<file path="config.mk">
export PLATFORM = sky130hd
export DESIGN_NAME = vtdi_ctrl
export DESIGN_NICKNAME = d
export VERILOG_FILES = /design/src/hw/rtl/vtdi_pkg.sv /design/src/hw/rtl/vtdi_ctrl.sv
export VERILOG_INCLUDE_DIRS = /design/src /design/src/hw/rtl
export SDC_FILE = /design/constraint.sdc
export NUM_CORES = 1
export LEC_CHECK = 0
export ABC_AREA = 1
export CORE_AREA = 2 2 311 313
export CTS_CLUSTER_DIAMETER = 30
export DETAILED_ROUTE_END_ITERATION = 10
export DIE_AREA = 0 0 313 315
export DONT_BUFFER_PORTS = 1
export PLACE_DENSITY = 0.3
export RECOVER_POWER = 50
export SLEW_MARGIN = 25
export SYNTH_ARGS = -nofsm -noshare
export SYNTH_HDL_FRONTEND = slang
export SYNTH_SLANG_ARGS = --single-unit
</file>
<file path="constraint.sdc">
create_clock -name i_clk -period 13.9 [get_ports i_clk]
set_input_delay 1.39 -clock i_clk [delete_from_list [all_inputs] [get_ports i_clk]]
set_output_delay 1.39 -clock i_clk [all_outputs]
set_load 0.01 [all_outputs]
</file>
<file path="src/hw/rtl/vertex_tuple_dedup_indexer_macros.svh">
// ----------------------------------------------------------------------------
// Assertion macros for the vertex tuple dedup indexer
// Same-cycle and next-cycle implications, clocked and reset-qualified.
// ----------------------------------------------------------------------------
`ifndef VERTEX_TUPLE_DEDUP_INDEXER_MACROS_SVH
`define VERTEX_TUPLE_DEDUP_INDEXER_MACROS_SVH

// Consequent must hold in the same cycle as the antecedent.
`define VTDI_ASSERT_NOW(label, clk, rst_n, ante, cons, msg) \
    label: assert property (@(posedge clk) disable iff (!rst_n) (ante) |-> (cons)) \
        else $error(msg);

// Consequent must hold in the cycle after the antecedent.
`define VTDI_ASSERT_NEXT(label, clk, rst_n, ante, cons, msg) \
    label: assert property (@(posedge clk) disable iff (!rst_n) (ante) |=> (cons)) \
        else $error(msg);

`endif

</file>
<file path="src/hw/rtl/vtdi_pkg.sv">
// ----------------------------------------------------------------------------
// vtdi_pkg
// Types and constants shared by the vertex tuple dedup indexer.
// ----------------------------------------------------------------------------
package vtdi_pkg;

    localparam int TABLE_DEPTH = 256;
    localparam int IDX_W       = (TABLE_DEPTH > 2) ? $clog2(TABLE_DEPTH) : 1;
    localparam int CNT_W       = $clog2(TABLE_DEPTH + 1);
    localparam int VIDX_W      = 8;
    localparam int WORD_W      = 32;
    localparam int POS_W       = 3 * WORD_W;
    localparam int ATTR_W      = 5 * WORD_W;

    typedef struct packed {
        logic              first_of_mesh;
        logic [WORD_W-1:0] pos_x;
        logic [WORD_W-1:0] pos_y;
        logic [WORD_W-1:0] pos_z;
        logic [WORD_W-1:0] nrm_x;
        logic [WORD_W-1:0] nrm_y;
        logic [WORD_W-1:0] nrm_z;
        logic [WORD_W-1:0] tex_u;
        logic [WORD_W-1:0] tex_v;
    } t_in;

    typedef struct packed {
        logic [VIDX_W-1:0] vertex_index;
        logic              is_new;
        logic              table_full;
    } t_out;

    typedef struct packed {
        logic             rd_en;
        logic [IDX_W-1:0] rd_addr;
        logic             wr_en;
        logic [IDX_W-1:0] wr_addr;
    } t_mem_ctl;

    typedef enum logic [1:0] {
        S_IDLE,
        S_SCAN,
        S_DONE
    } t_state;

    // Low bits of a table index as the reported vertex index.
    function automatic logic [VIDX_W-1:0] to_vidx(input logic [IDX_W-1:0] idx);
        logic [IDX_W+VIDX_W-1:0] ext;
        ext = (IDX_W + VIDX_W)'(idx);
        return ext[VIDX_W-1:0];
    endfunction

endpackage

</file>
<file path="src/hw/rtl/vtdi_ctrl.sv">
// ----------------------------------------------------------------------------
// vtdi_ctrl
// Scan sequencer: walks the stored tuples, compares, appends on a miss while an entry is free.
// ----------------------------------------------------------------------------
`include "vertex_tuple_dedup_indexer_macros.svh"

module vtdi_ctrl (
    input  logic                          i_clk,
    input  logic                          i_rst_n,
    input  logic                          i_in_valid,
    input  vtdi_pkg::t_in                 i_in_data,
    output logic                          o_in_stall,
    input  logic [vtdi_pkg::POS_W-1:0]    i_pos_rdata,
    input  logic [vtdi_pkg::ATTR_W-1:0]   i_attr_rdata,
    output vtdi_pkg::t_mem_ctl            o_mem,
    output logic [vtdi_pkg::POS_W-1:0]    o_wr_pos,
    output logic [vtdi_pkg::ATTR_W-1:0]   o_wr_attr,
    output logic                          o_res_valid,
    output vtdi_pkg::t_out                o_res,
    input  logic                          i_res_taken
);

    vtdi_pkg::t_state               r_state, n_state;
    logic [vtdi_pkg::CNT_W-1:0]     r_count, n_count;
    logic [vtdi_pkg::CNT_W-1:0]     r_limit, n_limit;
    logic [vtdi_pkg::CNT_W-1:0]     r_addr, n_addr;
    logic                           r_cmp_valid, n_cmp_valid;
    logic [vtdi_pkg::IDX_W-1:0]     r_cmp_addr, n_cmp_addr;
    vtdi_pkg::t_in                  r_tuple, n_tuple;
    vtdi_pkg::t_out                 r_res, n_res;

    logic accept;
    logic issue;
    logic hit;
    logic scan_end;
    logic miss;
    logic room;
    logic [vtdi_pkg::POS_W-1:0]  key_pos;
    logic [vtdi_pkg::ATTR_W-1:0] key_attr;

    assign key_pos  = {r_tuple.pos_x, r_tuple.pos_y, r_tuple.pos_z};
    assign key_attr = {r_tuple.nrm_x, r_tuple.nrm_y, r_tuple.nrm_z,
                       r_tuple.tex_u, r_tuple.tex_v};

    assign accept   = (r_state == vtdi_pkg::S_IDLE) && i_in_valid;
    assign issue    = (r_state == vtdi_pkg::S_SCAN) && (r_addr < r_limit);
    assign hit      = r_cmp_valid && (i_pos_rdata == key_pos) && (i_attr_rdata == key_attr);
    assign scan_end = (r_state == vtdi_pkg::S_SCAN) && (hit || (!r_cmp_valid && !issue));
    assign miss     = scan_end && !hit;
    assign room     = r_limit < vtdi_pkg::CNT_W'(vtdi_pkg::TABLE_DEPTH);

    // Next state
    always_comb begin
        n_state = r_state;
        unique case (r_state)
            vtdi_pkg::S_IDLE: begin
                if (accept) begin
                    n_state = vtdi_pkg::S_SCAN;
                end
            end
            vtdi_pkg::S_SCAN: begin
                if (scan_end) begin
                    n_state = vtdi_pkg::S_DONE;
                end
            end
            vtdi_pkg::S_DONE: begin
                if (i_res_taken) begin
                    n_state = vtdi_pkg::S_IDLE;
                end
            end
            default: begin
                n_state = vtdi_pkg::S_IDLE;
            end
        endcase
    end

    // Outputs
    always_comb begin
        o_in_stall    = (r_state != vtdi_pkg::S_IDLE);
        o_res_valid   = (r_state == vtdi_pkg::S_DONE);
        o_res         = r_res;
        o_mem.rd_en   = issue;
        o_mem.rd_addr = r_addr[vtdi_pkg::IDX_W-1:0];
        o_mem.wr_en   = miss && room;
        o_mem.wr_addr = r_limit[vtdi_pkg::IDX_W-1:0];
        o_wr_pos      = key_pos;
        o_wr_attr     = key_attr;
    end

    // Datapath next values
    always_comb begin
        n_count     = r_count;
        n_limit     = r_limit;
        n_addr      = r_addr;
        n_tuple     = r_tuple;
        n_res       = r_res;
        n_cmp_valid = issue && !hit;
        n_cmp_addr  = r_addr[vtdi_pkg::IDX_W-1:0];
        if (accept) begin
            n_tuple = i_in_data;
            n_addr  = '0;
            if (i_in_data.first_of_mesh) begin
                n_limit = '0;
                n_count = '0;
            end else begin
                n_limit = r_count;
            end
        end else if (issue) begin
            n_addr = r_addr + 1'b1;
        end
        priority if (hit) begin
            n_res.vertex_index = vtdi_pkg::to_vidx(r_cmp_addr);
            n_res.is_new       = 1'b0;
            n_res.table_full   = 1'b0;
        end else if (miss && room) begin
            n_res.vertex_index = vtdi_pkg::to_vidx(r_limit[vtdi_pkg::IDX_W-1:0]);
            n_res.is_new       = 1'b1;
            n_res.table_full   = 1'b0;
            n_count            = r_limit + 1'b1;
        end else if (miss) begin
            n_res.vertex_index = '0;
            n_res.is_new       = 1'b0;
            n_res.table_full   = 1'b1;
        end else begin
            n_res = r_res;
        end
    end

    always_ff @(posedge i_clk) begin
        if (!i_rst_n) begin
            r_state     <= vtdi_pkg::S_IDLE;
            r_count     <= '0;
            r_cmp_valid <= 1'b0;
        end else begin
            r_state     <= n_state;
            r_count     <= n_count;
            r_cmp_valid <= n_cmp_valid;
        end
    end

    always_ff @(posedge i_clk) begin
        r_limit    <= n_limit;
        r_addr     <= n_addr;
        r_cmp_addr <= n_cmp_addr;
        r_tuple    <= n_tuple;
        r_res      <= n_res;
    end

    `VTDI_ASSERT_NOW(a_count_bound, i_clk, i_rst_n, 1'b1, r_count <= vtdi_pkg::CNT_W'(vtdi_pkg::TABLE_DEPTH), "entry count above table depth")
    `VTDI_ASSERT_NEXT(a_append_count, i_clk, i_rst_n, o_mem.wr_en, r_count == vtdi_pkg::CNT_W'($past(r_limit) + 1'b1), "append did not advance entry count")
    `VTDI_ASSERT_NOW(a_full_count, i_clk, i_rst_n, (r_state == vtdi_pkg::S_DONE) && r_res.table_full, r_count == vtdi_pkg::CNT_W'(vtdi_pkg::TABLE_DEPTH), "table full reported with free entries")
    `VTDI_ASSERT_NOW(a_cmp_in_scan, i_clk, i_rst_n, r_cmp_valid, r_state == vtdi_pkg::S_SCAN, "compare pending outside scan")

endmodule

</file>
==> results of run 1 <==
power by group through the flow:
stage	sequential, W	combinational [W]	clock, W
6_report	0.00123	0.000222	0.00223
5_1_grt	0.00124	0.000260	0.00233
4_1_cts	0.00123	0.000236	0.00228
3_5_place_dp	0.00125	0.000236	0
3_3_place_gp	0.00125	0.000235	0
2_1_floorplan	0.00120	0.000154	0
logic make-up after synthesis:
kind of cell | count (synthesis) | synth area share (%)
AND/OR/NAND/NOR | 716 | 19.7
XOR/XNOR | 42 | 2.53
AO/OA/AOI/OAI | 169 | 6.42
flip-flops | 304 | 60.7
adder cells (fa/ha/maj) | 10 | 0.861
buffers and inverters | 356 | 9.82
worst min-delay path by stage:
stage / startpoint / endpoint / cells after the start
2_1_floorplan: r_addr[4] / r_cmp_addr[4] / 0
4_1_cts: r_count[3] / r_count[3] / 2
6_report: r_count[3] / r_count[3] / 2
5_1_grt: r_count[3] / r_count[3] / 2
3_3_place_gp: r_count[4] / r_count[4] / 2
3_5_place_dp: r_count[3] / r_count[3] / 2
cell type report:
cell class / instances / share of cell area, %
sequential: 304 / 45.6
multi-input combinational: 937 / 22.1
clock buffer: 102 / 12.5
tap: 1276 / 8.25
inverter: 334 / 6.49
clock inverter: 79 / 4.80
timing repair buffer: 4 / 0.155
antenna: 5 / 0.0647
layer usage:
layer / GRT usage [%] / part of all wire (%) / wire length (um)
met2: 25.1 / 50 / 36600
met1: 14.5 / 35 / 25800
met4: 6.42 / 3.6 / 2610
met3: 6.83 / 11 / 8110
met5: 0 / 0.096 / 70
synth_stat cells:
master / n
nand2_1: 466
inv_1: 330
edfxtp_1: 273
nor2_1: 188
o21ai_0: 119
dfxtp_1: 31
a21oi_1: 25
xor2_1: 24
nand3_1: 21
buf_4: 18
xnor2_1: 18
ha_1: 10
nor3_1: 10
or2_2: 9
o22ai_2: 8
nand4_1: 7
o22ai_1: 6
o21ai_1: 4
buf_6: 3
inv_2: 3
nand3_2: 3
a31oi_1: 2
nand2_2: 2
nor2_4: 2
o211ai_1: 2
or2_1: 2
a21oi_2: 1
and2_0: 1
clkbuf_1: 1
clkinv_1: 1
nand3_4: 1
nor2_2: 1
nor3_2: 1
nor3b_1: 1
nor4_4: 1
o21a_1: 1
o221a_2: 1
worst max-delay path: stages:
cell and delay (ns):
nand2_1 0.22, clkinvlp_2 2.74, buf_4 1.42, buf_4 0.48
cell usage in the layout (no fill, tap or decap), types with 3 or more instances in the layout:
cell and n:
a21oi_1 25, buf_4 4, bufinv_16 15, clkbuf_1 6
clkbuf_16 96, clkinv_1 20, clkinv_16 3, clkinv_2 18
clkinv_4 9, clkinvlp_4 10, dfxtp_1 31, diode_2 5
edfxtp_1 273, ha_1 10, inv_1 329, inv_2 3
nand2_1 466, nand3_1 21, nand3_2 3, nand4_1 7
nor2_1 188, nor3_1 10, o21ai_0 117, o21ai_1 6
o22ai_1 6, o22ai_2 8, or2_2 9, xnor2_1 18
xor2_1 24
state kept, by name, indices dropped and copies added, names as in the netlist:
register and cells:
o_res 10, o_wr_attr 160, o_wr_pos 96, r_addr 9, r_cmp_addr 8, r_cmp_valid 1, r_count 9, r_limit 9
r_state 2
stage by stage:
stage | worst slack, ns | cell area [um^2]
finish | 7.73 | 19300
global route | 6.99 | 19300
CTS | 9.66 | 19300
global placement | 9.01 | 16000
floorplan | 5.58 | 14500
detailed placement | 9.08 | 16000
==> results.yml, run 1 <==
setup_path:
  worstReg2RegStart: "r_state[1]"
  crit_path_end: "o_wr_attr[117]"
  crit_type: "in2reg"
  reg2reg_depth: 5
  crit_start: "i_in_valid"
  cp-end-kind: "flip-flop"
  cp.required_ns: 14.15
  cp_max_fo: 79
  r2r_end: "o_wr_attr[117]"
  regToRegSetupSlack_ns: 7.94
  critical_path_arrival_ns: 6.42
  worstSetupStartpointType: "input pin"
clock_tree:
  ctsHoldBuffers: 0
  cts_tree: "yes"
  ctsRootBufferMaster: "clkbuf_16"
  numCtsBuffers: 96
  worst_skew_pair.late_latency_ns: 0.67
  ctsResizeCount: 0
  path_clk_slew_ns: 0.04
  clk_path_buf_depth: 3
  htreeDepth: 3
  postCtsSetupRepairBufs: 0
  cts.sinks: 304
drt:
  drt_iter0_drc: 537
  drc: 0
  dr_total_vias: 11000
  vias_per_cell: 3.62
  wl_per_cell_um: 24.1
  ant_nets: 0
  drtPass1Iterations: 5
  wl_um: 73200
power:
  power.total_w: 0.00368
  power.leakage_nw: 8.08
  p_comb_share_pct: 6.0
  p_int_w: 0.00271
  p_clk_share_pct: 60.6
  p_sw_share_pct: 26.5
  powerDensity_mw_per_mm2: 190
  vdd_drop_max_mv: 0.0821
  pwr-share-seq_pct: 33.4
  p_sw_w: 0.000978
grt:
  grt_pass1_vias: 11400
  antenna_found_initial: 18
  grt_max_degree: 80
  grt_usage_pct: 14.4
  overflow: 0
  grt_pass1_wl_um: 95400
layout:
  area_growth_pct: 33.2
  multi_input_area_mm2: 0.00428
  fill_cells: 10600
  layout.nets: 2204
  seqCellArea_mm2: 0.00882
  stdcell_count: 3041
  utilization_pct: 20.2
  drive_gt1_share_pct: 11.0
sta:
  drv_slew: 80
  fmaxAchievable_mhz: 162
  period_minus_slack_ns: 6.17
  finClkSkew_ns: 0.0390
  worstMarginPinSlew_ns: 3.59
  slew_headroom_pct: -140
  finalCritPeriodShare_pct: 44.4
  finalSetupTns_ns: 0
  whs_ns: 0.481
  rsz0062_at_grt: "false"
  setup_viol: 0
  hold_viol: 0
worst_hold_path:
  min_path_type: "reg2reg"
synthesis:
  synth_area_leader_cell: "edfxtp_1"
  synth.avg_cell_area_um2: 9.10
  yosysWarnings: 0
  syn_inst: 1597
  yosys-top-cells-area: "edfxtp_1, nand2_1, inv_1"
  yosys.area.top_type_share_pct: 56.4
  netlist_area_mm2: 0.0145
  syn_nets: 2124
  synth_seq_area_share_pct: 60.7
  ys_ff_latch: 304
  netlist-cell-type-count: 37
placement:
  hpwl_um: 62100
  dp_cells: 2855
  portBuffers: 0
  gp_congestion: 0.843
run_status:
  violations: "max-capacitance violations, max-slew violations"
  status: "complete, but fails checks"
floorplan:
  ios: 803
  start_util_pct: 15.2
  rows: 114
  dieWidth_um: 313
  core-area_mm2: 0.0957
  dieArea_mm2: 0.0986
  die_y_um: 315
flow_run:
  cap_violations: 1
No activity file was read; power rests on OpenSTA's default activity.
==> run 2, diff against run 1 <==
Settings changed: PLACE_DENSITY 0.3 to 0.31.
Clock period 13.9 ns to 5.32 ns, I/O delays scaled along.
==> run 2 against run 1 <==
The flow now finishes without violations. Cell area grew 14%. Register-to-register slack lost 6.2 ns. Utilization increased by 2.8 points. Via count is 10% higher. Sequential cell count stayed put. Global-route usage fell by 0.16 points. Sequential share of layout area down 5.6 points. Non-clock buffer count is 259 higher. Routed wire length down 0.73%. Clock-buffer cell count rose by 14. First-iteration DRC count increased by 15%. Power grew to 2.7 times the previous value. Critical path type is now reg2reg. Largest power group unchanged. Highest routed layer unchanged.
==> results.yml, run 2 (same netlist as run 1, synthesis figures left out) <==
run_status:
  status: "finished clean"
floorplan:
  dieWidth_um: 313
  start_util_pct: 15.2
  core-area_mm2: 0.0957
  rows: 114
  die_y_um: 315
  dieArea_mm2: 0.0986
  ios: 803
setup_path:
  regToRegSetupSlack_ns: 1.76
  worstSetupStartpointType: "flip-flop"
  crit_type: "reg2reg"
  cp_max_fo: 65
  cp.required_ns: 5.58
  critical_path_arrival_ns: 3.81
  worstReg2RegStart: "r_state[1]"
  cp-end-kind: "flip-flop"
  reg2reg_depth: 5
  r2r_end: "o_wr_attr[129]"
grt:
  grt_pass1_wl_um: 97000
  grt_max_degree: 90
  grt_usage_pct: 14.2
  antenna_found_initial: 6
  overflow: 0
  grt_pass1_vias: 13000
flow_run:
  cap_violations: 0
sta:
  finalSetupTns_ns: 0
  slew_headroom_pct: 33.3
  finalCritPeriodShare_pct: 66.8
  whs_ns: 0.0759
  fmaxAchievable_mhz: 281
  hold_viol: 0
  finClkSkew_ns: 0.0250
  rsz0062_at_grt: "false"
  setup_viol: 0
  drv_slew: 0
  period_minus_slack_ns: 3.56
  worstMarginPinSlew_ns: 0.996
clock_tree:
  ctsResizeCount: 0
  cts_tree: "yes"
  worst_skew_pair.late_latency_ns: 0.65
  path_clk_slew_ns: 0.04
  clk_path_buf_depth: 3
  ctsRootBufferMaster: "clkbuf_16"
  cts.sinks: 304
  numCtsBuffers: 98
  htreeDepth: 3
drt:
  wl_um: 72700
  vias_per_cell: 3.67
  dr_total_vias: 12100
  drc: 0
  drtPass1Iterations: 5
  ant_nets: 0
  drt_iter0_drc: 616
  wl_per_cell_um: 22.0
placement:
  hpwl_um: 60000
  gp_congestion: 0.859
  portBuffers: 0
worst_hold_path:
  min_path_type: "in2reg"
  hold_path_startpoint: "i_in_data[256]"
  worstHoldPathCells: 1
  holdPathEnd: "r_limit[2]"
layout:
  layout.nets: 2465
  layout_commonest_cell: "nand2_1"
  largest_register_ffs: 160
  area_growth_pct: 51.9
  layout_common_cells: "nand2_1, inv_1, edfxtp_1"
  drive_gt1_share_pct: 9.15
power:
  vdd_drop_max_mv: 0.218
  power.leakage_nw: 9.24
  powerDensity_mw_per_mm2: 455
==> run 2: through the flow <==
step	setup slack (ns)	total power [W]	cells	area [um^2]	utilization (%)
after floorplan	0.00833	0.00353	1597	14500	-
after global placement	1.63	0.00385	2856	16000	16.7
after detailed placement	1.61	0.00385	2856	16000	16.7
after CTS	1.65	0.0102	3297	22100	23.1
after global routing	1.38	0.0105	3297	22100	23.1
final	1.76	0.0101	3300	22100	23.1
==> run 2: final cells by class <==
| type | count | area [um^2] |
|---|---|---|
| Tap cell | 1276 | 1600 |
| Clock inverter | 67 | 937 |
| Antenna cell | 3 | 7.51 |
| Clock buffer | 116 | 2540 |
| Inverter | 334 | 1250 |
| Sequential cell | 304 | 8820 |
| Fill cell | 10400 | 73600 |
| Timing Repair Buffer | 263 | 2630 |
| Multi-Input combinational cell | 937 | 4280 |
==> run 2: worst max path at each step <==
stage,startpoint,end,slack [ns],depth (start not counted)
after floorplan,i_in_valid,r_count[8],0.008,5
after global placement,i_attr_rdata[81],o_res[8],1.63,12
after detailed placement,i_attr_rdata[81],o_res[8],1.61,12
after CTS,o_wr_attr[81],o_res[2],1.65,11
after global routing,o_wr_attr[81],o_res[2],1.38,11
final,r_state[1],o_wr_attr[129],1.76,5
==> run 2: layer usage <==
layer,routed length (um),share of wire [%],global-route usage (%)
met5,33,0.045,0
met4,1420,2.0,4.56
met3,7120,9.8,5.82
met2,37600,52,26.0
met1,26500,36,14.7
==> run 2: power by group <==
part	leakage [nW]	internal [W]	switching [W]
combinational	4.71	0.000291	0.000449
sequential	2.84	0.00287	0.000325
clock	1.69	0.00438	0.00174
total	9.24	0.00754	0.00251
==> run 2: critical path, cell delays in order, from the launching register on <==
cell	delay, ns
dfxtp_1	0.33
nor2_1	0.18
nand2_1	0.26
clkinvlp_2	0.72
buf_4	0.71
buf_4	0.81
==> run 2: timing repair <==
item                                   in CTS  in global routing
endpoints found under the hold margin     261                  0
hold buffers                              258                  0
buffers inserted                            0                  0
==> run 3, diff against run 2 <==
Clock period 5.32 ns to 2.8 ns, I/O delays scaled along.
==> run 3 against run 2 <==
Cell area increased by 7.1%. Die area unchanged. Sequential share of layout area fell by 2.6 points. Sequential power rose by 83%.
==> results.yml, run 3 (same netlist as run 1, synthesis figures left out) <==
sta:
  setup_viol: 0
  fmaxAchievable_mhz: 364
  period_minus_slack_ns: 2.75
  finalCritPeriodShare_pct: 98.2
  slew_headroom_pct: 51.6
  finalSetupTns_ns: 0
  whs_ns: 0.0776
  finClkSkew_ns: 0.0155
  hold_viol: 0
  rsz0062_at_grt: "true"
  worstMarginPinSlew_ns: 0.727
  drv_slew: 0
floorplan:
  dieWidth_um: 313
  core-area_mm2: 0.0957
  dieArea_mm2: 0.0986
  start_util_pct: 15.2
  ios: 803
  die_y_um: 315
  rows: 114
setup_path:
  slowest_delay_ns: 0.58
  crit_family: "simple AND/OR/NAND/NOR gates"
  cp.required_ns: 2.52
  critical_path_arrival_ns: 2.47
  worstSetupStartpointType: "flip-flop"
  critPathBufInv: 2
  cpMaxStageDelayCell: "edfxtp_1"
  crit_type: "reg2out"
  crit_chain: "inv_2 -> ha_4 -> nand2_2 -> nor2_2 -> o211ai_1 -> nand3_2 -> nand3_4 -> nor2_4 -> buf_8"
  cp_max_fo: 6
  cp-end-kind: "output pin"
clock_tree:
  cts.sinks: 304
  cts_tree: "yes"
  clk_path_buf_depth: 3
  path_clk_slew_ns: 0.04
  numCtsBuffers: 97
  worst_skew_pair.late_latency_ns: 0.64
  htreeDepth: 3
  ctsRootBufferMaster: "clkbuf_16"
layout:
  drive_gt1_share_pct: 17.2
  layout_common_cells: "nand2_1, inv_1, edfxtp_1"
  area_growth_pct: 62.7
  layout.nets: 2656
  largest_register_ffs: 160
  stdcell_area_mm2: 0.0236
  layout_commonest_cell: "nand2_1"
  stdcell_count: 3492
grt:
  antenna_found_initial: 16
  overflow: 0
  grt_pass1_wl_um: 103000
  grt_pass1_vias: 13700
  grt_max_degree: 77
  grt_usage_pct: 15.1
placement:
  portBuffers: 0
  dpl_cell_area_mm2: 0.0175
  hpwl_um: 64600
  dp_cells: 3040
  gp_congestion: 0.903
drt:
  drt-met1-wl_um: 28300
  drt_iter0_drc: 683
  drtPass1Iterations: 5
  wl_per_cell_um: 22.2
  wl_met2_um: 38800
  drc: 0
  dr_total_vias: 12800
  route.met3.wl_um: 7280
  wl_um: 77300
  vias_per_cell: 3.66
  ant_nets: 0
  top_layer: "met5"
worst_hold_path:
  min_path_type: "in2reg"
power:
  powerDensity_mw_per_mm2: 822
  power.leakage_nw: 10.1
  vdd_drop_max_mv: 0.414
flow_run:
  cap_violations: 0
run_status:
  status: "finished clean"
==> run 3: per-layer routing <==
metal | global-route usage (%) | vias up
met4 | 5.90 | 4
met5 | 0 | -
met3 | 6.19 | 121
li1 | - | 6138
met2 | 26.8 | 673
met1 | 16.0 | 5842
==> run 3: worst min-delay path: stages <==
cell and delay (ns):
nand2_1 0.17, nand3_1 0.15, a21oi_1 0.05
==> run 3: final timing paths <==
kind	start	end	slack, ns	cells after the start
worst min register to register	r_addr[4]	r_cmp_addr[4]	0.48	0
worst max-delay path	r_limit[6]	o_mem[8]	0.05	9
worst max register to register	o_wr_pos[1]	o_res[8]	0.17	14
worst min-delay path	i_in_data[256]	r_count[1]	0.08	3
==> run 3: area by class of cell <==
type,instances,area (um^2)
Sequential cell,304,8820
Timing Repair Buffer,455,4130
Clock buffer,112,2550
Clock inverter,67,900
Multi-Input combinational cell,937,4370
Antenna cell,7,17.5
Fill cell,10400,72100
Tap cell,1276,1600
Inverter,334,1260
==> run 3: through the flow <==
| step | utilization (%) | setup WS [ns] | total power [W] |
|---|---|---|---|
| after floorplan | - | -2.37 | 0.00671 |
| after global placement | 18.3 | -0.734 | 0.00772 |
| after detailed placement | 18.3 | -0.673 | 0.00771 |
| after CTS | 24.7 | -0.0202 | 0.0198 |
| after global routing | 24.7 | -0.125 | 0.0202 |
| final | 24.7 | 0.0498 | 0.0194 |
==> run 3: power by group <==
group | internal [W] | switching (W)
Sequential | 0.00544 | 0.000426
Combinational | 0.000823 | 0.00119
Clock | 0.00826 | 0.00327
==> run 3: what timing repair did <==
action,4_1_cts,5_1_grt
setup endpoints to repair,23,15
pin swaps,5,8
gates cloned,0,1
resized for setup,21,8
endpoints found under the hold margin,283,0
buffers inserted,1,4
hold buffers,260,0
